`config.mk`:
```
export PLATFORM = sky130hd
export DESIGN_NAME = y2i_back
export DESIGN_NICKNAME = d
export VERILOG_FILES = /design/src/rtl/y2i_pkg.sv /design/src/rtl/y2i_back.sv
export SDC_FILE = /design/constraint.sdc
export NUM_CORES = 1
export LEC_CHECK = 0
export ABC_CLOCK_PERIOD_IN_PS = 4300
export BUFFER_PORTS_ARGS = -buffer_cell sky130_fd_sc_hd__buf_2
export CORE_ASPECT_RATIO = 1.1
export CORE_MARGIN = 1.5
export CORE_UTILIZATION = 47
export DETAILED_ROUTE_END_ITERATION = 7
export GPL_TIMING_DRIVEN = 0
export PLACE_DENSITY = 0.85
export SLEW_MARGIN = 20
export SYNTH_ARGS = -nofsm -noshare
export SYNTH_HDL_FRONTEND = slang
export SYNTH_SLANG_ARGS = --single-unit
export TNS_END_PERCENT = 30
```
`constraint.sdc`:
```
create_clock -name clock -period 4.3 [get_ports clock]
set_input_delay 0 -clock clock [delete_from_list [all_inputs] [get_ports clock]]
set_output_delay 0 -clock clock [all_outputs]
set_load 0.01 [all_outputs]
```
`src/rtl/y2i_pkg.sv`:
```
// ----------------------------------------------------------------------------
// y2i_pkg
// Shared types and constants of the YUYV 4:2:2 to I420 converter.
// ----------------------------------------------------------------------------
package y2i_pkg;

   localparam int PIX_W      = 8;
   localparam int LUMA_W     = 20;
   localparam int CHROMA_W   = 18;
   localparam int CFG_W      = 11;
   localparam int CSR_DATA_W = 32;
   localparam int CSR_ADDR_W = 3;
   localparam int STORE_W    = 2 * PIX_W;

   localparam int MAX_WIDTH_DEF  = 1024;
   localparam int MAX_HEIGHT_DEF = 1024;

   localparam logic [CFG_W-1:0] FRAME_WIDTH_RST  = 11'd720;
   localparam logic [CFG_W-1:0] FRAME_HEIGHT_RST = 11'd576;

   // Register index, taken from byte address bit 2
   localparam logic REG_FRAME_WIDTH  = 1'b0;
   localparam logic REG_FRAME_HEIGHT = 1'b1;

   // Item in flight through the line buffer read
   typedef struct packed {
      logic [LUMA_W-1:0]   luma_index;
      logic [PIX_W-1:0]    luma_first;
      logic [PIX_W-1:0]    luma_second;
      logic                chroma_valid;
      logic [CHROMA_W-1:0] chroma_index;
      logic [PIX_W-1:0]    cb;
      logic [PIX_W-1:0]    cr;
      logic                frame_end;
   } y2i_item_type;

   // Result held in the output register
   typedef struct packed {
      logic [LUMA_W-1:0]   luma_index;
      logic [PIX_W-1:0]    luma_first;
      logic [PIX_W-1:0]    luma_second;
      logic                chroma_valid;
      logic [CHROMA_W-1:0] chroma_index;
      logic [PIX_W-1:0]    cb_average;
      logic [PIX_W-1:0]    cr_average;
      logic                frame_end;
   } y2i_result_type;

   // Line buffer access issued by the front end
   typedef struct packed {
      logic               we;
      logic               re;
      logic [STORE_W-1:0] wdata;
   } y2i_ram_ctl_type;

endpackage

```
`src/rtl/y2i_back.sv`:
```
// ----------------------------------------------------------------------------
// y2i_back
// Chroma averaging against the stored row and the output register.
// ----------------------------------------------------------------------------
module y2i_back (
   input  logic                              clock,
   input  logic                              reset,
   input  logic                              s1_valid,
   input  y2i_pkg::y2i_item_type             s1_item,
   output logic                              s1_ready,
   input  logic [y2i_pkg::STORE_W-1:0]       ram_rdata,
   output logic                              rsp_valid,
   input  logic                              rsp_ready,
   output y2i_pkg::y2i_result_type           rsp_item
);

   logic                    out_valid_ff, out_valid_in;
   y2i_pkg::y2i_result_type out_ff, out_in;
   logic [y2i_pkg::PIX_W:0] cb_sum, cr_sum;
   logic                    load;

   assign s1_ready = !out_valid_ff || rsp_ready;
   assign load     = s1_valid && s1_ready;

   always_comb begin
      cb_sum = {1'b0, ram_rdata[y2i_pkg::PIX_W-1:0]} + {1'b0, s1_item.cb};
      cr_sum = {1'b0, ram_rdata[y2i_pkg::STORE_W-1:y2i_pkg::PIX_W]} + {1'b0, s1_item.cr};

      out_in.luma_index   = s1_item.luma_index;
      out_in.luma_first   = s1_item.luma_first;
      out_in.luma_second  = s1_item.luma_second;
      out_in.chroma_valid = s1_item.chroma_valid;
      out_in.chroma_index = s1_item.chroma_index;
      out_in.cb_average   = s1_item.chroma_valid ? cb_sum[y2i_pkg::PIX_W:1] : '0;
      out_in.cr_average   = s1_item.chroma_valid ? cr_sum[y2i_pkg::PIX_W:1] : '0;
      out_in.frame_end    = s1_item.frame_end;

      out_valid_in = load || (out_valid_ff && !rsp_ready);
   end

   always_ff @(posedge clock) begin
      if (reset) begin
         out_valid_ff <= 1'b0;
      end else begin
         out_valid_ff <= out_valid_in;
      end
   end

   always_ff @(posedge clock) begin
      if (load) begin
         out_ff <= out_in;
      end
   end

   assign rsp_valid = out_valid_ff;
   assign rsp_item  = out_ff;

endmodule

```
# Word level (Yosys, flattened, before mapping)
# Cells that the tools add are included.
# op_classes
n_addsub	2
n_reduce_logical	6
# op_table
op	count
$add A8 B8 Y9	2
$logic_and A1 B1 Y1	2
$logic_not A1 Y1	2
$logic_or A1 B1 Y1	2
# word_totals
regBits	73
word_cells	17

# Longest topological paths before layout
# Gate-level depths: netlist of the first run.
# logic_depth
word_depth	4
mapped_depth	6

# Worst setup path before layout of the first run
# OpenSTA, ideal clock, no wires.
# synth_path
path_kind	register -> register
start	register out_valid_ff, in the netlist rsp_valid
end	register out_ff, in the netlist rsp_item[0], enable pin
arrival_time_ps	2207
slack_ps	1655
stages_incl_launch_ff	3
synth_period_minus_slack_ps	2645
cell_sequence	dfxtp_1 > nand2b_1 > and2_1
# synth_via
elab_chain_cells	3
# synth_rtl
element	line_no	text
start, declared	y2i_back.sv:17	logic out_valid_ff, out_valid_in;
start signal, assigned	y2i_back.sv:45	out_valid_ff <= out_valid_in;
$logic_not A1 Y1	y2i_back.sv:22	assign s1_ready = !out_valid_ff || rsp_ready;
$logic_or A1 B1 Y1	y2i_back.sv:22	
net s1_ready	y2i_back.sv:10	output logic s1_ready,
$logic_and A1 B1 Y1	y2i_back.sv:23	assign load = s1_valid && s1_ready;
net load	y2i_back.sv:20	logic load;
end signal, assigned	y2i_back.sv:51	out_ff <= out_in;
end, declared	y2i_back.sv:18	y2i_pkg::y2i_result_type out_ff, out_in;
# The timed path passes the listed nets, and every way through them passes these cells.
# A chain may end at the register's enable or synchronous reset.

# Worst setup path in the final report of the first run
# layout_path
start	register out_valid_ff, in the netlist rsp_valid
end	register out_ff, in the netlist rsp_item[17], enable pin
# layout_via
elab_chain_cells	3
# layout_rtl
element	line_no
$logic_not A1 Y1	y2i_back.sv:22
$logic_or A1 B1 Y1	y2i_back.sv:22
$logic_and A1 B1 Y1	y2i_back.sv:23
net load	y2i_back.sv:20
# The timed path passes the listed nets, and every way through them passes these cells.

==> flow_summary.ini, run 1 <==
[global_route]
grt_start_max_net_pins = 60
grt_pass1_vias = 2379
grt_pass1_wl_mm = 12.8
antenna_found_initial = 0
gr-total-overflow = 0
groute.usage.overall_pct = 26.6

[detailed_routing]
drt_iter0_drc = 180
ant_nets = 0
wire_per_inst_um = 17.8
drc_errors = 0
dr.pass1.iters = 4
via_count = 2417
drt_wl_total_mm = 8.81
viasPerCell = 4.88

[worst_setup_path]
critical_path_class = flop to flop
crit_path_end_kind = flop
start_kind = flop
cp_data_required_time_ns = 4.31
path_max_fanout = 59
arrival_ns = 1.47

[place]
port_buffers = 165
gp_congestion = 0.792
place_inst = 421
postPlaceCellArea_mm2 = 0.00389
place_hpwl_mm = 5.33
place_ws_ns = 2.60

[logic_synthesis]
synth_mux_area_share_pct = 1.36
syn-cell-area_mm2 = 0.00294
yosysSeqAreaShare_pct = 74.3
synthXorXnorAreaFrac_pct = 1.19
synth-seq-cells = 73
synth_area_per_cell_um2 = 16.8
synth_top_family_by_area = compound AO/OA/AOI/OAI gates
synth_nets = 283
yosysWarnings = 0
synth_cell_types = 27
synthAdderAreaFrac_pct = 7.33
synthCells = 175
synthSimpleGateAreaFrac_pct = 5.33
synth_compound_area_share_pct = 9.80

[timing]
finalCritPeriodShare_pct = 33.9
skew_ns = 0.0102
worst_slack_ns = 2.84
worstMarginPinSlew_ns = 0.381
hold_viol_final = 0
period_minus_slack_ns = 1.46
setup_violations = 0
max_slew_margin_pct = 74.0
max_freq_mhz = 686
setup-tns-final_ns = 0
maxSlewViolCount = 0
rsz0062_at_grt = false

[clock_tree]
clk_latency_ns = 0.34
cts-root-buf = clkbuf_8
htreeDepth = 3
clkTransAtPathRegs_ns = 0.08
cts.sinks = 73
cts_resized = 0
cts_hold_buffers = 58
numCtsBuffers = 9
clockBufferDepth = 2
post_cts_buffers = 0
cts_tree = yes

[final_layout]
fin_nets = 518
final_util_pct = 76.3
area_growth_syn_to_layout_pct = 59.1
diodes = 0
fin_cells = 495
postLayoutCellArea_mm2 = 0.00467
drive_above_1_share_pct = 44.6

[power_and_ir_drop]
power_leakage_nw = 2.08
power_density_mw_per_mm2 = 358
irDropWorstVdd_v = 0.000283

[die]
io_pins = 166
coreArea_mm2 = 0.00612
initial_utilization_pct = 48.0
die-height_um = 85.9
die_w_um = 78.4
die-area_mm2 = 0.00673
row_count = 30

[flow_run]
cap_violations = 0

[status]
status = completed

[hold_path]
holdCritPathClass = input pin to flop
-- Yosys cell counts --
master	number	area share, %
a2111oi_0	1	0.30
a2111oi_4	1	0.94
a211oi_1	5	1.3
a21boi_0	1	0.26
a21o_1	3	0.77
a21oi_1	8	1.4
a22oi_1	1	0.26
a31o_2	1	0.30
and2_1	9	1.9
and4_1	1	0.30
buf_2	1	0.17
clkbuf_1	1	0.13
dfxtp_1	1	0.68
edfxtp_1	72	74
fa_1	2	1.4
ha_1	14	6.0
inv_1	3	0.38
mux2i_1	4	1.4
nand2_1	5	0.64
nand2b_1	5	1.1
nor2_1	11	1.4
o211a_1	3	1.0
o211ai_1	1	0.26
o21a_1	2	0.51
o21ai_0	15	2.6
xnor2_1	2	0.60
xor2_1	2	0.60
-- power breakdown --
part	total, mW	switching [mW]	internal [mW]
combinational	0.280	0.138	0.142
sequential	0.854	0.0149	0.840
clock	0.537	0.253	0.283
total	1.67	0.407	1.26
-- flip-flops by register name (all words and copies together) (netlist names) --
name and count:
rsp_valid 1, rsp_item 72
-- cell families after synthesis --
kind of cell / count (synthesis)
flip-flops: 73
adder cells (fa/ha/maj): 16
buffers and inverters: 5
XOR/XNOR: 4
AND/OR/NAND/NOR: 31
multiplexers: 4
AO/OA/AOI/OAI: 42
-- cell type report --
class | count | area (µm²)
tap | 80 | 100
timing repair buffer | 224 | 1430
multi-input combinational | 97 | 737
clock inverter | 5 | 56.3
clock buffer | 11 | 141
buffer | 2 | 8.76
sequential | 73 | 2180
inverter | 3 | 11.3
fill | 389 | 1450
-- worst paths after layout --
path	startpoint	endpoint	slack, ns	depth (start not counted)
min	ram_rdata[9]	rsp_item[1]	0.13	3
min reg2reg	rsp_valid	rsp_item[44]	0.93	2
max reg2reg	rsp_valid	rsp_item[17]	2.84	3
max	rsp_valid	rsp_item[17]	2.84	3
-- critical path: stages, from the launching register on --
cell	delay, ns
dfxtp_1	0.33
nand2b_1	0.15
and2_4	0.32
buf_16	0.30
-- per-stage QoR --
stage | hold WS, ns | total power, mW
2_1_floorplan | 0.0691 | 0.987
3_3_place_gp | 0.155 | 1.09
3_5_place_dp | 0.157 | 1.10
4_1_cts | 0.118 | 1.66
5_1_grt | 0.139 | 1.74
6_report | 0.133 | 1.67
-- layout by cell type, fill, tap and decap left out, types with 2 or more instances in the layout --
master,count
clkinv_2,2
nor2_1,11
nand2_1,5
clkbuf_1,2
edfxtp_1,72
inv_1,3
xor2_1,2
a21oi_1,8
nand2b_1,5
fa_1,2
and2_1,8
buf_2,166
ha_1,14
clkbuf_8,10
o21ai_0,15
o21a_1,2
mux2i_1,4
a21o_1,3
o211a_1,3
a211oi_1,5
dlygate4sd3_1,58
xnor2_1,2
-- layer usage --
metal | GRT usage, % | vias to the layer above | part of all wire [%]
met2 | 47.8 | 131 | 52
met3 | 8.72 | 27 | 7.6
met5 | 0 | - | 0
li1 | - | 1152 | -
met4 | 12.0 | 0 | 3.5
met1 | 28.3 | 1107 | 37
No activity file was read; power rests on OpenSTA's default activity.
==> inputs of run 2 (changes only) <==
--- a/config.mk
+++ b/config.mk
@@ -5,14 +5,15 @@
 export SDC_FILE = /design/constraint.sdc
 export NUM_CORES = 1
 export LEC_CHECK = 0
-export ABC_CLOCK_PERIOD_IN_PS = 4300
+export ABC_AREA = 1
+export ABC_CLOCK_PERIOD_IN_PS = 1410
 export BUFFER_PORTS_ARGS = -buffer_cell sky130_fd_sc_hd__buf_2
 export CORE_ASPECT_RATIO = 1.1
 export CORE_MARGIN = 1.5
-export CORE_UTILIZATION = 47
+export CORE_UTILIZATION = 44
 export DETAILED_ROUTE_END_ITERATION = 7
 export GPL_TIMING_DRIVEN = 0
-export PLACE_DENSITY = 0.85
+export PLACE_DENSITY = 0.79
 export SLEW_MARGIN = 20
 export SYNTH_ARGS = -nofsm -noshare
 export SYNTH_HDL_FRONTEND = slang
==> constraint.sdc (replaced) <==
create_clock -name clock -period 1.41 [get_ports clock]
set_input_delay 0 -clock clock [delete_from_list [all_inputs] [get_ports clock]]
set_output_delay 0 -clock clock [all_outputs]
set_load 0.01 [all_outputs]
==> flow_summary.ini, run 2 <==
[status]
status = completed

[logic_synthesis]
yosys.area.top_type = edfxtp_1
synth-seq-cells = 73
yosysMostFrequentCell = edfxtp_1
synthXorXnorAreaFrac_pct = 0
synth_area_per_cell_um2 = 13.6
yosysWarnings = 0
synth_mux_area_share_pct = 0
synth_edf_count = 72
yosys_most_used_dff = edfxtp_1
synth_cell_types = 15
synth_compound_area_share_pct = 4.01
syn-cell-area_mm2 = 0.00300
yosysSeqAreaShare_pct = 72.8
synthAdderAreaFrac_pct = 7.18
synthCells = 220
synth.area.top_cells = edfxtp_1 72%, ha_1 5.8%, nand2_1 5.1%
synth_top_family_by_area = simple AND/OR/NAND/NOR gates
synthSimpleGateAreaFrac_pct = 11.9
synth_common_cells = 72 x edfxtp_1, 41 x nand2_1, 28 x inv_1
async_flop_share_pct = 0
synth_top_area_share_pct = 72.2
synth_nets = 328

[final_layout]
nFillCells = 455
layout_common_cells = 165 x buf_2, 72 x edfxtp_1, 58 x dlygate4sd3_1, 41 x nand2_1, 28 x inv_1
postLayoutCellArea_mm2 = 0.00481
final_util_pct = 73.0
drive_above_1_share_pct = 43.4
area_growth_syn_to_layout_pct = 60.7
largest_reg_flops = 72
fin_nets = 566
final_common_cell = buf_2
diodes = 0

[detailed_routing]
ant_nets = 0
drt_iter0_drc = 131
drc_errors = 0
via_count = 2580
wire_per_inst_um = 15.4
drt_wl_total_mm = 8.41
viasPerCell = 4.73
dr.pass1.iters = 7

[worst_setup_path]
reg2reg_slack_ns = 0.11
r2r_start = rsp_valid
critical_path_class = flop to flop
timing.critical_path.mode_cell = buf_16
path_buf_inv = 2
cp_data_required_time_ns = 1.44
worst_r2r_endpoint = rsp_item[18]
max_stage_delay_ns = 0.36
path_max_fanout = 26
crit_path_end_kind = flop
reg2reg_depth = 3
start_kind = flop
crit_chain = a21oi_4, buf_16, buf_16
critPathSlowestCell = dfxtp_2
path_delay_family = buffers and inverters
arrival_ns = 1.33

[timing]
max_freq_mhz = 770
maxSlewViolCount = 0
finalCritPeriodShare_pct = 92.1
period_minus_slack_ns = 1.30
setup-tns-final_ns = 0
hold_viol_final = 0
max_slew_margin_pct = 83.0
worst_slack_ns = 0.111
setup_violations = 0
rsz0062_at_grt = false
skew_ns = 0.0123
worstMarginPinSlew_ns = 0.254

[power_and_ir_drop]
power_leakage_nw = 2.29
irDropWorstVdd_v = 0.000732
p_total_mw = 5.20
power_density_mw_per_mm2 = 1080

[die]
row_count = 31
die-height_um = 89.6
initial_utilization_pct = 45.4
io_pins = 166
die_w_um = 81.7
die-area_mm2 = 0.00732
coreArea_mm2 = 0.00659

[clock_tree]
cts.sinks = 73
numCtsBuffers = 9
htreeDepth = 3
clk_latency_ns = 0.34
cts_tree = yes
cts_resized = 0
cts-root-buf = clkbuf_8
clkTransAtPathRegs_ns = 0.08
clockBufferDepth = 2

[place]
gp_congestion = 0.747
place_hpwl_mm = 5.54
postPlaceCellArea_mm2 = 0.00402
place_ws_ns = -0.0465
port_buffers = 165

[global_route]
grt_start_max_net_pins = 27
antenna_found_initial = 0
groute.usage.overall_pct = 23.1
grt_pass1_vias = 2425
gr-total-overflow = 0
grt_pass1_wl_mm = 12.0

[hold_path]
hold_depth = 4
holdCritPathClass = input pin to flop
holdCritStartpoint = ram_rdata[1]
min_to = rsp_item[9]

[flow_run]
cap_violations = 0
run 2: cell types whose count changed after synthesis, moves of 8 or more:
cell / previous run / this run
inv_1: 3 / 28
nand2_1: 5 / 41
a21oi_1: 8 / 22
nand2_2: 0 / 8
o21ai_0: 15 / 2
and2_1: 9 / 0
run 2: kinds of logic after synthesis:
group	after synthesis
adder cells (fa/ha/maj)	16
flip-flops	73
AND/OR/NAND/NOR	77
AO/OA/AOI/OAI	24
buffers and inverters	30
run 2: area by class of cell:
type	instances	area [µm²]	share of cell area [%]
buffer	1	13.8	0.286
clock buffer	12	155	3.22
clock inverter	4	51.3	1.07
inverter	29	109	2.26
multi-input combinational	117	703	14.6
sequential	73	2180	45.3
tap	82	103	2.13
timing repair buffer	227	1500	31.1
run 2: per-layer routing:
metal | GRT usage, % | vias up | part of all wire (%) | routed length, µm
met5 | 0 | - | 0 | 0
met4 | 8.32 | 0 | 2.3 | 197
met3 | 7.04 | 17 | 10 | 838
met2 | 40.9 | 133 | 50 | 4240
met1 | 26.4 | 1194 | 37 | 3130
li1 | - | 1236 | - | -
run 2: power by group:
part           switching, mW  internal, mW  leakage (nW)  total, mW
Sequential            0.0419          2.56         0.710       2.60
Combinational          0.451         0.433          1.47      0.884
Clock                  0.794         0.919         0.103       1.71
Total                   1.29          3.91          2.29       5.20
run 2: how the worst max path moves through the flow:
stage              start            to  slack, ns  cells after the start
2_1_floorplan  rsp_valid   rsp_item[0]      -0.58                      1
3_3_place_gp   rsp_valid  rsp_item[70]      -0.99                      1
3_5_place_dp   rsp_valid  rsp_item[39]      -0.05                      3
4_1_cts        rsp_valid  rsp_item[18]       0.14                      3
5_1_grt        rsp_valid  rsp_item[18]       0.08                      3
6_report       rsp_valid  rsp_item[18]       0.11                      3
run 2: metrics by stage:
step / hold WS, ns / cells
detailed placement: 0.172 / 470
floorplan: 0.0617 / 220
finish: 0.105 / 545
global route: 0.124 / 545
global placement: 0.149 / 467
CTS: 0.100 / 545
run 2: worst register-to-register path, delay by kind of cell, from the launching register on:
family                 cells  cell delay, ns
flip-flops                 1            0.36
buffers and inverters      2            0.40
AO/OA/AOI/OAI              1            0.23
run 2: timing repair:
action,CTS,global route
setup buffers,1,0
endpoints found under the hold margin,57,0
setup endpoints to repair,47,0
hold buffers,58,0
==> inputs of run 3 (changes only) <==
==> constraint.sdc (replaced) <==
create_clock -name clock -period 1.41 [get_ports clock]
set_input_delay 0.141 -clock clock [delete_from_list [all_inputs] [get_ports clock]]
set_output_delay 0.141 -clock clock [all_outputs]
set_load 0.01 [all_outputs]
==> flow_summary.ini, run 3 (same netlist as run 2, synthesis figures left out) <==
[die]
die-height_um = 89.6
die_w_um = 81.7
coreArea_mm2 = 0.00659
row_count = 31
die-area_mm2 = 0.00732
initial_utilization_pct = 45.4
io_pins = 166

[place]
port_buffers = 165
place_hpwl_mm = 5.54
place_ws_ns = -0.0465
place_inst = 470
postPlaceCellArea_mm2 = 0.00402
gp_congestion = 0.747

[clock_tree]
cts_tree = yes
cts_resized = 0
clk_latency_ns = 0.34
cts-root-buf = clkbuf_8
cts.sinks = 73
clockBufferDepth = 2
htreeDepth = 3
numCtsBuffers = 9
clkTransAtPathRegs_ns = 0.09

[power_and_ir_drop]
power_leakage_nw = 2.28
irDropWorstVdd_v = 0.000875
p_total_mw = 5.21
power_density_mw_per_mm2 = 1090

[worst_setup_path]
path_max_fanout = 26
crit_path_end_kind = flop
cp_data_required_time_ns = 1.44
reg2reg_slack_ns = 0.12
critical_path_class = flop to flop
arrival_ns = 1.32
start_kind = flop

[hold_path]
holdCritPathClass = input pin to flop

[flow_run]
cap_violations = 0

[detailed_routing]
drc_errors = 0
drt_iter0_drc = 143
dr.pass1.iters = 4
via_count = 2573
wire_per_inst_um = 15.7
drt_wl_total_mm = 8.51
viasPerCell = 4.74
ant_nets = 0

[timing]
hold_viol_final = 0
setup_violations = 0
max_freq_mhz = 773
worstMarginPinSlew_ns = 0.251
finalCritPeriodShare_pct = 91.8
period_minus_slack_ns = 1.29
skew_ns = 0.0178
setup-tns-final_ns = 0
maxSlewViolCount = 0
rsz0062_at_grt = false
max_slew_margin_pct = 83.3
worst_slack_ns = 0.116

[status]
status = completed

[global_route]
grt_start_max_net_pins = 27
groute.usage.overall_pct = 23.2
grt_pass1_wl_mm = 12.1
antenna_found_initial = 0
gr-total-overflow = 0
grt_pass1_vias = 2446

[final_layout]
diodes = 0
drive_above_1_share_pct = 43.6
final_common_cell = buf_2
fin_nets = 564
area_growth_syn_to_layout_pct = 60.0
largest_reg_flops = 72
layout_common_cells = 165 x buf_2, 72 x edfxtp_1, 56 x dlygate4sd3_1, 41 x nand2_1, 28 x inv_1
postLayoutCellArea_mm2 = 0.00479
nFillCells = 449
fin_cells = 543
==> run 3: path summary, 6_finish.rpt <==
kind / from / depth (start not counted) / to
max: rsp_valid / 3 / rsp_item[18]
min: s1_item[35] / 1 / rsp_item[35]
max reg2reg: rsp_valid / 3 / rsp_item[18]
min reg2reg: rsp_valid / 2 / rsp_valid
==> run 3: layout make-up <==
| class | count | area (µm²) | area share [%] |
|---|---|---|---|
| Buffer | 1 | 13.8 | 0.287 |
| Clock inverter | 4 | 51.3 | 1.07 |
| Tap cell | 82 | 103 | 2.14 |
| Inverter | 29 | 109 | 2.27 |
| Sequential cell | 73 | 2180 | 45.5 |
| Multi-Input combinational cell | 117 | 703 | 14.7 |
| Clock buffer | 12 | 155 | 3.24 |
| Timing Repair Buffer | 225 | 1480 | 30.8 |
==> run 3: repair_timing <==
action / CTS / global route
hold buffers: 56 / 0
endpoints found under the hold margin: 56 / 0
buffers inserted: 1 / 0
endpoints found under the setup margin: 47 / 0
==> run 3: worst max-delay path, stage by stage (launching register included) <==
cell and delay, ns:
dfxtp_2 0.35, a21oi_4 0.22, buf_16 0.21, buf_16 0.19
==> run 3: layer usage <==
metal	vias up	track usage (%)	share of wire (%)
li1	1231	-	-
met1	1187	25.1	37
met2	131	41.2	51
met3	24	6.94	8.6
met4	0	11.4	3.5
met5	-	0	0
==> run 3: metrics by stage <==
stage	utilization, %	hold slack (ns)
floorplan	-	0.203
global placement	59.7	0.290
detailed placement	61.0	0.313
CTS	72.7	0.106
global route	72.7	0.104
finish	72.7	0.114
==> run 3: power by group <==
| group | internal (mW) | total (mW) | switching, mW |
|---|---|---|---|
| logic | 0.429 | 0.880 | 0.451 |
| clock network | 0.920 | 1.73 | 0.808 |
| registers | 2.56 | 2.60 | 0.0417 |
| total | 3.91 | 5.21 | 1.30 |
