## src/rtl/y2i_pkg.sv

```systemverilog
// ----------------------------------------------------------------------------
// y2i_pkg
// Shared types and constants of the YUYV 4:2:2 to I420 converter.
// ----------------------------------------------------------------------------
package y2i_pkg;

   localparam int PIX_W      = 8;
   localparam int LUMA_W     = 20;
   localparam int CHROMA_W   = 18;
   localparam int CFG_W      = 11;
   localparam int CSR_DATA_W = 32;
   localparam int CSR_ADDR_W = 3;
   localparam int STORE_W    = 2 * PIX_W;

   localparam int MAX_WIDTH_DEF  = 1024;
   localparam int MAX_HEIGHT_DEF = 1024;

   localparam logic [CFG_W-1:0] FRAME_WIDTH_RST  = 11'd720;
   localparam logic [CFG_W-1:0] FRAME_HEIGHT_RST = 11'd576;

   // Register index, taken from byte address bit 2
   localparam logic REG_FRAME_WIDTH  = 1'b0;
   localparam logic REG_FRAME_HEIGHT = 1'b1;

   // Item in flight through the line buffer read
   typedef struct packed {
      logic [LUMA_W-1:0]   luma_index;
      logic [PIX_W-1:0]    luma_first;
      logic [PIX_W-1:0]    luma_second;
      logic                chroma_valid;
      logic [CHROMA_W-1:0] chroma_index;
      logic [PIX_W-1:0]    cb;
      logic [PIX_W-1:0]    cr;
      logic                frame_end;
   } y2i_item_type;

   // Result held in the output register
   typedef struct packed {
      logic [LUMA_W-1:0]   luma_index;
      logic [PIX_W-1:0]    luma_first;
      logic [PIX_W-1:0]    luma_second;
      logic                chroma_valid;
      logic [CHROMA_W-1:0] chroma_index;
      logic [PIX_W-1:0]    cb_average;
      logic [PIX_W-1:0]    cr_average;
      logic                frame_end;
   } y2i_result_type;

   // Line buffer access issued by the front end
   typedef struct packed {
      logic               we;
      logic               re;
      logic [STORE_W-1:0] wdata;
   } y2i_ram_ctl_type;

endpackage

```

## src/rtl/y2i_front.sv

```systemverilog
// ----------------------------------------------------------------------------
// y2i_front
// Raster counters, line buffer access and the read-wait stage register.
// ----------------------------------------------------------------------------
module y2i_front #(
   parameter int MAX_WIDTH  = y2i_pkg::MAX_WIDTH_DEF,
   parameter int MAX_HEIGHT = y2i_pkg::MAX_HEIGHT_DEF,
   parameter int DEPTH      = MAX_WIDTH / 2,
   parameter int COL_W      = (DEPTH > 1) ? $clog2(DEPTH) : 1
) (
   input  logic                          clock,
   input  logic                          reset,
   input  logic [y2i_pkg::CFG_W-1:0]     frame_width,
   input  logic [y2i_pkg::CFG_W-1:0]     frame_height,
   input  logic                          req_valid,
   output logic                          req_ready,
   input  logic [y2i_pkg::PIX_W-1:0]     req_in_luma_first,
   input  logic [y2i_pkg::PIX_W-1:0]     req_in_cb,
   input  logic [y2i_pkg::PIX_W-1:0]     req_in_luma_second,
   input  logic [y2i_pkg::PIX_W-1:0]     req_in_cr,
   output y2i_pkg::y2i_ram_ctl_type      ram_ctl,
   output logic [COL_W-1:0]              ram_addr,
   output logic                          s1_valid,
   output y2i_pkg::y2i_item_type         s1_item,
   input  logic                          s1_ready
);

   localparam int ROW_W     = (MAX_HEIGHT > 2) ? $clog2(MAX_HEIGHT) : 1;
   localparam int CW        = (COL_W + 1 > y2i_pkg::CFG_W) ? COL_W + 1 : y2i_pkg::CFG_W;
   localparam int RW        = (ROW_W + 1 > y2i_pkg::CFG_W) ? ROW_W + 1 : y2i_pkg::CFG_W;
   localparam int MAXH_EVEN = ((MAX_HEIGHT / 2) * 2 < 2) ? 2 : (MAX_HEIGHT / 2) * 2;

   logic [COL_W-1:0]             col_ff, col_in;
   logic [ROW_W-1:0]             row_ff, row_in;
   logic [y2i_pkg::LUMA_W-1:0]   luma_ff, luma_in;
   logic [y2i_pkg::CHROMA_W-1:0] chroma_ff, chroma_in;
   logic                         s1_valid_ff, s1_valid_in;
   y2i_pkg::y2i_item_type        s1_ff, s1_in;

   logic [CW-1:0] w_half, cols, col_sat;
   logic [RW-1:0] h_even, rows;
   logic          accept, odd_row, last_col, last_row;

   assign req_ready = !s1_valid_ff || s1_ready;
   assign accept    = req_valid && req_ready;
   assign odd_row   = row_ff[0];

   always_comb begin
      // macropixels per line, clamped to the line buffer
      w_half = CW'(frame_width[y2i_pkg::CFG_W-1:1]);
      if (w_half == '0) begin
         cols = CW'(1);
      end else if (w_half > CW'(DEPTH)) begin
         cols = CW'(DEPTH);
      end else begin
         cols = w_half;
      end
      // a column beyond a lowered limit counts as the last one
      col_sat  = (CW'(col_ff) >= cols) ? cols - CW'(1) : CW'(col_ff);
      last_col = (CW'(col_ff) + CW'(1) >= cols);

      h_even = RW'({frame_height[y2i_pkg::CFG_W-1:1], 1'b0});
      if (h_even < RW'(2)) begin
         rows = RW'(2);
      end else if (h_even > RW'(MAXH_EVEN)) begin
         rows = RW'(MAXH_EVEN);
      end else begin
         rows = h_even;
      end
      last_row = (RW'(row_ff) + RW'(1) >= rows);

      ram_addr      = col_sat[COL_W-1:0];
      ram_ctl.we    = accept && !odd_row;
      ram_ctl.re    = accept && odd_row;
      ram_ctl.wdata = {req_in_cr, req_in_cb};

      // advance the raster position
      col_in    = col_ff;
      row_in    = row_ff;
      luma_in   = luma_ff;
      chroma_in = chroma_ff;
      if (accept) begin
         luma_in   = luma_ff + y2i_pkg::LUMA_W'(2);
         chroma_in = odd_row ? chroma_ff + y2i_pkg::CHROMA_W'(1) : chroma_ff;
         if (last_col) begin
            col_in = '0;
            if (last_row) begin
               row_in    = '0;
               luma_in   = '0;
               chroma_in = '0;
            end else begin
               row_in = row_ff + ROW_W'(1);
            end
         end else begin
            col_in = col_sat[COL_W-1:0] + COL_W'(1);
         end
      end

      s1_in.luma_index   = luma_ff;
      s1_in.luma_first   = req_in_luma_first;
      s1_in.luma_second  = req_in_luma_second;
      s1_in.chroma_valid = odd_row;
      s1_in.chroma_index = odd_row ? chroma_ff : '0;
      s1_in.cb           = req_in_cb;
      s1_in.cr           = req_in_cr;
      s1_in.frame_end    = last_col && last_row;

      s1_valid_in = accept || (s1_valid_ff && !s1_ready);
   end

   always_ff @(posedge clock) begin
      if (reset) begin
         col_ff      <= '0;
         row_ff      <= '0;
         luma_ff     <= '0;
         chroma_ff   <= '0;
         s1_valid_ff <= 1'b0;
      end else begin
         col_ff      <= col_in;
         row_ff      <= row_in;
         luma_ff     <= luma_in;
         chroma_ff   <= chroma_in;
         s1_valid_ff <= s1_valid_in;
      end
   end

   always_ff @(posedge clock) begin
      if (accept) begin
         s1_ff <= s1_in;
      end
   end

   assign s1_valid = s1_valid_ff;
   assign s1_item  = s1_ff;

endmodule

```

## config.mk

```make
export PLATFORM = sky130hd
export DESIGN_NAME = y2i_front
export DESIGN_NICKNAME = d
export VERILOG_FILES = /design/src/rtl/y2i_pkg.sv /design/src/rtl/y2i_front.sv
export SDC_FILE = /design/constraint.sdc
export NUM_CORES = 1
export LEC_CHECK = 0
export BUFFER_PORTS_ARGS = -buffer_cell sky130_fd_sc_hd__buf_2
export CAP_MARGIN = 5
export CORE_UTILIZATION = 48
export CTS_CLUSTER_SIZE = 28
export DETAILED_ROUTE_END_ITERATION = 8
export GPL_ROUTABILITY_DRIVEN = 0
export HOLD_SLACK_MARGIN = 0.08
export PLACE_DENSITY = 0.83
export SLEW_MARGIN = 5
export SYNTH_ARGS = -nofsm -noshare
export SYNTH_HDL_FRONTEND = slang
export SYNTH_SLANG_ARGS = --single-unit
```

## constraint.sdc

```tcl
create_clock -name clock -period 3.2 [get_ports clock]
set_input_delay 0.16 -clock clock [delete_from_list [all_inputs] [get_ports clock]]
set_output_delay 0.16 -clock clock [all_outputs]
set_load 0.1 [all_outputs]
```

## Word level (Yosys, flattened, before mapping)

Index checks and enable logic that the tools add are counted.

| word-level totals | value |
|---|---|
| flip-flop bits (word level) | 130 |
| output and inout bits | 101 |

| operators by class | value |
|---|---|
| add/subtract/negate cells | 7 |
| order comparisons | 6 |
| muxes and demuxes | 12 |
| reductions and logical operators | 12 |

Operator list:

| cell | count |
|---|---|
| $mux 18 | 3 |
| $mux 20 | 2 |
| $mux 10 | 3 |
| $mux 11 | 2 |
| $add 20x2->20 const B | 1 |
| $add 18x1->18 const B | 1 |
| $mux 9 | 2 |
| $add 10x1->11 const B | 1 |
| $ge 11x11->1 | 1 |
| $gt 11x11->1 const B | 1 |
| $lt 11x2->1 const B | 1 |
| $add 10x1->10 const B | 1 |
| $add 9x1->10 const B | 1 |
| $ge 10x10->1 | 1 |
| $ge 9x10->1 | 1 |
| $gt 10x10->1 const B | 1 |
| $logic_not 10->1 | 1 |
| $add 9x1->9 const B | 1 |
| $sub 9x1->9 const B | 1 |
| $logic_and 1x1->1 | 5 |
| $logic_not 1->1 | 3 |
| $logic_or 1x1->1 | 2 |
| $reduce_and 2->1 | 1 |

## Longest topological paths before layout

Gate-level depths: netlist (run 1).

| logic depth | value |
|---|---|
| depth in word-level cells | 7 |
| mapped depth | 18 |

## Least setup slack after synthesis (run 1)

OpenSTA, ideal clock, no wires.

| path | value |
|---|---|
| path kind | register -> register |
| from | register s1_valid_ff (netlist: s1_valid) |
| to | register col_ff[8] |
| setup time | 62 ps |
| data arrival time | 4887 ps |
| path slack | -1749 ps |
| stages on the path, launching flop included | 8 |
| buffers on the path | 1 |
| cells stage by stage | dfxtp_1 nand2b_1 nand2_1 inv_1 clkbuf_1 nand3_1 a211o_1 nand3_1 |

| between the ends | value |
|---|---|
| word-level cells in the longest chain between the ends | 3 |

Ends and longest elaborated chain:

| what | line | RTL |
|---|---|---|
| start, declared | y2i_front.sv:37 | `logic s1_valid_ff, s1_valid_in;` |
| start signal, assigned | y2i_front.sv:123 | `s1_valid_ff <= s1_valid_in;` |
| $logic_not 1->1 | y2i_front.sv:44 | `assign req_ready = !s1_valid_ff \|\| s1_ready;` |
| $logic_or 1x1->1 | y2i_front.sv:44 |  |
| named net req_ready | y2i_front.sv:16 | `output logic req_ready,` |
| $logic_and 1x1->1 | y2i_front.sv:45 | `assign accept = req_valid && req_ready;` |
| named net accept | y2i_front.sv:42 | `logic accept, odd_row, last_col, last_row;` |
| end signal, assigned | y2i_front.sv:119 | `col_ff <= col_in;` |
| end, declared | y2i_front.sv:33 | `logic [COL_W-1:0] col_ff, col_in;` |

The timed path passes the listed nets, and every way through them passes these cells.
A chain may end at the register's enable or synchronous reset.

## Worst setup path after layout (run 1)

| path | value |
|---|---|
| from | register row_ff[0] |
| to | register row_ff[9] |

| between the ends | value |
|---|---|
| word-level cells in the longest chain between the ends | 3 |

Ends and longest elaborated chain:

| what | line | RTL |
|---|---|---|
| start, declared | y2i_front.sv:34 | `logic [ROW_W-1:0] row_ff, row_in;` |
| start signal, assigned | y2i_front.sv:120 | `row_ff <= row_in;` |
| $add 10x1->11 | y2i_front.sv:70 | `last_row = (RW'(row_ff) + RW'(1) >= rows);` |
| $ge 11x11->1 | y2i_front.sv:70 |  |
| $mux 10 * | y2i_front.sv:87 | `if (last_row) begin` |

Mark *: on every way between the ends. The rest lies on a longest branch, timed or not.

==> flow_summary.toml, run 1 <==
[synth]
syn_inst = 597
synthFlopType = "sky130_fd_sc_hd__edfxtp_1"
asyncSetResetFlopFracSynth = 0
netlist_area_before_placement_um2 = 6297
synth_top_area_frac = 0.3386
synth.yosys.warnings = 0
yosys-top-cells-area = "sky130_fd_sc_hd__edfxtp_1 (34%), sky130_fd_sc_hd__dfxtp_1 (18%), sky130_fd_sc_hd__ha_1 (7.0%)"
ys_ff_latch = 128
seq_area_frac_synth = 0.5198
synthDominantAreaCellType = "sky130_fd_sc_hd__edfxtp_1"
synth-edff-count = 71
post_synth_num_cell_types = 56
synth_commonest_cells = "sky130_fd_sc_hd__edfxtp_1 (71), sky130_fd_sc_hd__nor2_1 (67), sky130_fd_sc_hd__dfxtp_1 (57), sky130_fd_sc_hd__nand2_1 (51), sky130_fd_sc_hd__ha_1 (35)"
post-synth-top-count-cell = "sky130_fd_sc_hd__edfxtp_1"
syn-mean-instance-area_um2 = 10.55
post_synthesis_net_count = 690

[placement]
hpwlAfterDp_um = 9947
place.port_buffers = 155
place_ws_ns = 0.1154
placedCellCount = 909

[detailed_routing]
route.detailed.vias_per_inst = 5.319
detail_route.first_pass.iterations = 5
route.detailed.wl_per_inst_um = 15.91
drc_errors = 0
first_iter_violations = 365
routed-via-count = 5191
detail_route.wirelength_um = 15530
route.antenna.remaining_nets = 0

[worst_setup_path]
required_ns = 3.55
worstSetupPathType = "flip-flop to flip-flop"
crit_path_cell_trace = "buf_4 -> nand3_1 -> nor2_1 -> and3_1 -> nand3_1 -> xnor2_1 -> ha_1 -> o21ai_0 -> nand2b_1 -> a21oi_2 -> buf_4 -> a22oi_1 -> nor2_1"
maximum_fanout_along_the_worst_path = 25
timing.critical_path.slowest_cell_delay_ns = 0.34
critPathTopFamily = "simple AND/OR/NAND/NOR gates"
timing.critical_path.from_type = "flip-flop"
worstPathArrival_ns = 3.34
crit_path_end_kind = "flip-flop"
number_of_buffer_and_inverter_instances_along_the_worst_setup_path = 2
worst_path_max_delay_cell = "sky130_fd_sc_hd__a21oi_2"

[floorplanning]
num_rows = 41
top_level_ports = 159
die_area_um2 = 13580
die_w_um = 116.5
floorplan.die.height_um = 116.5
fp.coreArea_um2 = 12720
start_util = 0.4950

[sta]
worst-slew-pin-transition_ns = 0.5233
final_setup_violation_count = 0
final.setup_skew_ns = 0.007019
final_critical_path_setup_slack_ns = 0.2058
period_minus_slack_ns = 2.994
slew_violations = 0
grt_setup_unrepaired = "yes"
clock.fmax_mhz = 334.0
finalHoldViolations = 0
final.period_utilization = 0.9357
max_slew_margin = 0.6536

[clocking]
post_cts_buffers = 0
htreeDepth = 4
inserted_clock_buffers = 17
clkSlewWorstSetupHoldPaths_ns = 0.06
clk_latency_ns = 0.41
root_buffer = "sky130_fd_sc_hd__clkbuf_16"
cts_tree = "built"
ctsLongestPathBuffers = 2
cts.sinks = 128

[global_route]
global_route_wire_length_before_repair_um = 24450
antenna_found_initial = 2
vias_in_the_first_global_route = 4921
grt_overflow = 0
grtUsageTotal = 0.2361
largest_net_degree_at_the_start_of_global_routing = 81

[min_path]
path_type_of_the_worst_min_delay_path = "input pin to flip-flop"

[layout]
final-instance-count-excl-fill = 976
drive_above_1_share = 0.2918
final_nets = 882
flow.area_growth_from_synthesis_pct = 31.06

[flow_run]
drv_cap = 0

[outcome]
run_status = "complete, no violations"

[power_and_ir_drop]
p_leak_nw = 3.480
pwr_density_cell_nw_per_um2 = 576.1
max-vdd-ir-drop_v = 0.0003112
-- worst reg2reg max path, delay by kind of cell (launching register included) --
kind | cells | cell delay (ns)
AO/OA/AOI/OAI | 3 | 0.58
XOR/XNOR | 1 | 0.21
adder cells (fa/ha/maj) | 1 | 0.26
buffers and inverters | 2 | 0.47
flip-flops | 1 | 0.33
AND/OR/NAND/NOR | 6 | 1.07
-- final timing paths --
check	to	depth (start not counted)	start	slack, ns
max	row_ff[9]	13	row_ff[0]	0.21
min	s1_valid	3	s1_ready	0.11
max reg2reg	row_ff[9]	13	row_ff[0]	0.21
min reg2reg	s1_item[71]	0	luma_ff[19]	0.46
-- area by class of cell --
class,instances,area [um2]
fillers,965,4469
clock buffers,17,425.4
clock inverters,15,157.7
repair buffers,205,1274
multi-input cells,419,2830
flip-flops and latches,128,3273
inverters,18,72.57
well taps,172,215.2
diodes,2,5.005
-- state kept, by name, indices dropped and copies added, names as in the netlist --
signal / cells
col_ff: 9
chroma_ff: 18
s1_item: 71
s1_valid: 1
row_ff: 10
luma_ff: 19
-- per-layer routing --
layer	vias up	track usage	part of all wire
li1	2527	-	-
met1	2440	0.2780	0.42
met2	196	0.4047	0.50
met3	28	0.06487	0.060
met4	0	0.1013	0.020
met5	-	0	0
-- metrics by stage --
step	TNS, ns	util	instance area, um2	hold slack, ns	total power [mW]
final	0	0.6487	8253	0.1144	4.755
after detailed placement	0	0.5759	7327	0.3393	2.883
after global routing	-0.03317	0.6487	8253	0.1156	4.912
after floorplan	-0.08581	-	6384	0.2589	2.695
after global placement	0	0.5759	7327	0.3368	2.874
after CTS	0	0.6477	8240	0.09267	4.765
-- repair_timing --
item | CTS | global route
endpoints found under the setup margin | 0 | 43
hold buffers | 33 | 0
resized for setup | 0 | 2
endpoints found under the hold margin | 33 | 0
-- power by group --
group          internal [mW]  switching (mW)
registers               1.80          0.0267
logic                  0.228           0.837
clock network           1.04           0.818
-- logic make-up (layout without fill, tap and decap cells) --
logic type,count (synthesis),count (layout),share of synthesized area
other,1,3,0.0005955
xor gates and xnor gates,55,55,0.07649
buffers and inverters,50,255,0.04152
muxes,8,8,0.01371
AOI/OAI and AO/OA,89,89,0.09697
adders and majority gates,35,35,0.06954
and+or+nand+nor,231,231,0.1814
DFF,128,128,0.5198
-- cell usage in the layout, fill, tap and decap left out, types with 4 or more instances in the layout --
cell                            count
sky130_fd_sc_hd__a21oi_1           22
sky130_fd_sc_hd__inv_1             14
sky130_fd_sc_hd__and2_1            24
sky130_fd_sc_hd__clkbuf_16         17
sky130_fd_sc_hd__and3_1            14
sky130_fd_sc_hd__a31oi_1            4
sky130_fd_sc_hd__inv_8              5
sky130_fd_sc_hd__a21o_1             5
sky130_fd_sc_hd__ha_1              34
sky130_fd_sc_hd__inv_6              6
sky130_fd_sc_hd__nand4_1           11
sky130_fd_sc_hd__edfxtp_1          71
sky130_fd_sc_hd__a32o_1             7
sky130_fd_sc_hd__nor2_1            64
sky130_fd_sc_hd__mux2_2             5
sky130_fd_sc_hd__or3_1              4
sky130_fd_sc_hd__o211ai_1           5
sky130_fd_sc_hd__o21ai_0           13
sky130_fd_sc_hd__nor3_1             6
sky130_fd_sc_hd__dfxtp_1           57
sky130_fd_sc_hd__xor2_1            30
sky130_fd_sc_hd__nand2_1           50
sky130_fd_sc_hd__and4_1             6
sky130_fd_sc_hd__nor4_1             5
sky130_fd_sc_hd__nand3_1           27
sky130_fd_sc_hd__buf_2            154
sky130_fd_sc_hd__o21a_1             4
sky130_fd_sc_hd__buf_4             15
sky130_fd_sc_hd__dlygate4sd3_1     33
sky130_fd_sc_hd__xnor2_1           25
(Power assumes the default switching activity.)
==> run 2, diff against run 1 <==
--- a/config.mk
+++ b/config.mk
@@ -13,6 +13,7 @@
 export GPL_ROUTABILITY_DRIVEN = 0
 export HOLD_SLACK_MARGIN = 0.08
 export PLACE_DENSITY = 0.83
+export REMOVE_ABC_BUFFERS = 1
 export SLEW_MARGIN = 5
 export SYNTH_ARGS = -nofsm -noshare
 export SYNTH_HDL_FRONTEND = slang
==> run 2 against run 1 <==
Against the previous run: first-iteration DRC count rose by 16%; die area unchanged; routed wire length grew 7.2%; clock power down 5%; critical path type is now flip-flop to output port; highest routed layer unchanged.
==> flow_summary.toml, run 2 (synthesis gave the netlist of run 1 again) <==
[clocking]
clkSlewWorstSetupHoldPaths_ns = 0.06
ctsLongestPathBuffers = 2
cts.sinks = 128
inserted_clock_buffers = 17
htreeDepth = 4
root_buffer = "sky130_fd_sc_hd__clkbuf_16"
cts_tree = "built"
clk_latency_ns = 0.42

[detailed_routing]
routed-via-count = 5297
route.detailed.vias_per_inst = 5.324
route.detailed.wl_per_inst_um = 16.73
route.antenna.remaining_nets = 0
detail_route.first_pass.iterations = 5
drc_errors = 0
first_iter_violations = 425
detail_route.wirelength_um = 16640

[layout]
final_nets = 903
num-fill-cells = 992
fin_util = 0.6586
final-instance-count-excl-fill = 995
most_common_cell_after_layout_fill_and_taps_aside = "sky130_fd_sc_hd__buf_2"
most-common-layout-cells = "sky130_fd_sc_hd__buf_2 (149), sky130_fd_sc_hd__edfxtp_1 (71), sky130_fd_sc_hd__nor2_1 (66), sky130_fd_sc_hd__dfxtp_1 (57), sky130_fd_sc_hd__nand2_1 (51)"
antenna_fix_cells = 0
largest_register_ff_count = 71
drive_above_1_share = 0.2977
layout.cell_area.non_filler_um2 = 8379
flow.area_growth_from_synthesis_pct = 33.06

[floorplanning]
die_area_um2 = 13580
top_level_ports = 159
num_rows = 41
fp.coreArea_um2 = 12720
floorplan.die.height_um = 116.5
die_w_um = 116.5
start_util = 0.4950

[sta]
final.period_utilization = 0.9507
fin_tns_setup_ns = 0
final_setup_violation_count = 0
worst-slew-pin-transition_ns = 0.5833
fin_worst_hold_slack_ns = 0.1697
finalHoldViolations = 0
clock.fmax_mhz = 328.7
max_slew_margin = 0.6011
period_minus_slack_ns = 3.042
slew_violations = 0
final.setup_skew_ns = 0.01466
grt_setup_unrepaired = "no"
final_critical_path_setup_slack_ns = 0.1578

[worst_setup_path]
worstPathArrival_ns = 2.88
worstSetupPathType = "flip-flop to output port"
maximum_fanout_along_the_worst_path = 11
timing.critical_path.from_type = "flip-flop"
required_ns = 3.04
crit_path_end_kind = "output port"

[power_and_ir_drop]
max-vdd-ir-drop_v = 0.0003644
pwr_density_cell_nw_per_um2 = 561.8
tot_pwr_mw = 4.708
p_leak_nw = 3.573

[outcome]
run_status = "complete, no violations"

[min_path]
path_type_of_the_worst_min_delay_path = "input pin to flip-flop"

[placement]
place_ws_ns = -0.03302
hpwlAfterDp_um = 11040
placedCellCount = 929
total_placed_instance_area_um2 = 7476
place.port_buffers = 155

[global_route]
antenna_found_initial = 0
vias_in_the_first_global_route = 5142
grtUsageTotal = 0.2489
grt_overflow = 0
largest_net_degree_at_the_start_of_global_routing = 36
global_route_wire_length_before_repair_um = 25250

[flow_run]
drv_cap = 0
==> run 2: changes by cell type in the layout (fill, tap and decap cells not counted), sizes merged <==
cell / previous run / this run
clkinv: 6 / 12
inv: 26 / 16
clkinvlp: 1 / 2
clkbuf: 17 / 20
buf: 172 / 193
diode: 2 / 0
==> run 2: where the power goes <==
part / switching (mW) / internal (mW)
clock: 0.722 / 1.03
combinational: 0.846 / 0.271
sequential: 0.0325 / 1.80
total: 1.60 / 3.11
==> run 2: worst max-delay path, stage by stage (launching register included) <==
cell,delay (ns)
sky130_fd_sc_hd__dfxtp_1,0.38
sky130_fd_sc_hd__ha_1,0.33
sky130_fd_sc_hd__o211ai_1,0.13
sky130_fd_sc_hd__a211oi_1,0.33
sky130_fd_sc_hd__o21ai_0,0.20
sky130_fd_sc_hd__nand2_1,0.19
sky130_fd_sc_hd__buf_4,0.23
sky130_fd_sc_hd__mux2_2,0.39
sky130_fd_sc_hd__inv_1,0.10
sky130_fd_sc_hd__buf_12,0.18
==> run 2: cell type report <==
type	count	area, um2	share of cell area
clock buffer	20	456.7	0.05450
inverter	18	68.82	0.008213
sequential	128	3273	0.3906
multi-input combinational	419	2784	0.3322
tap	172	215.2	0.02568
clock inverter	12	87.58	0.01045
timing repair buffer	226	1494	0.1783
==> run 2: per-layer routing <==
layer | global-route usage | wire [um] | vias to the layer above
li1 | - | - | 2559
met1 | 0.2807 | 6871 | 2512
met2 | 0.4402 | 8384 | 195
met3 | 0.06072 | 916 | 31
met4 | 0.1215 | 471 | 0
met5 | 0 | 0 | -
==> run 2: worst paths after layout <==
| check | startpoint | endpoint | slack (ns) | cells past startpoint |
|---|---|---|---|---|
| setup / recovery | col_ff[7] | ram_addr[8] | 0.16 | 9 |
| hold / removal | reset | row_ff[1] | 0.17 | 2 |
| setup reg to reg | col_ff[4] | row_ff[9] | 0.20 | 13 |
| hold reg to reg | luma_ff[17] | s1_item[69] | 0.49 | 0 |
==> run 2: repair_timing <==
item	CTS	global route
setup buffers	0	1
hold endpoints to repair	33	0
resized for setup	0	4
setup endpoints to repair	0	42
hold buffers	33	0
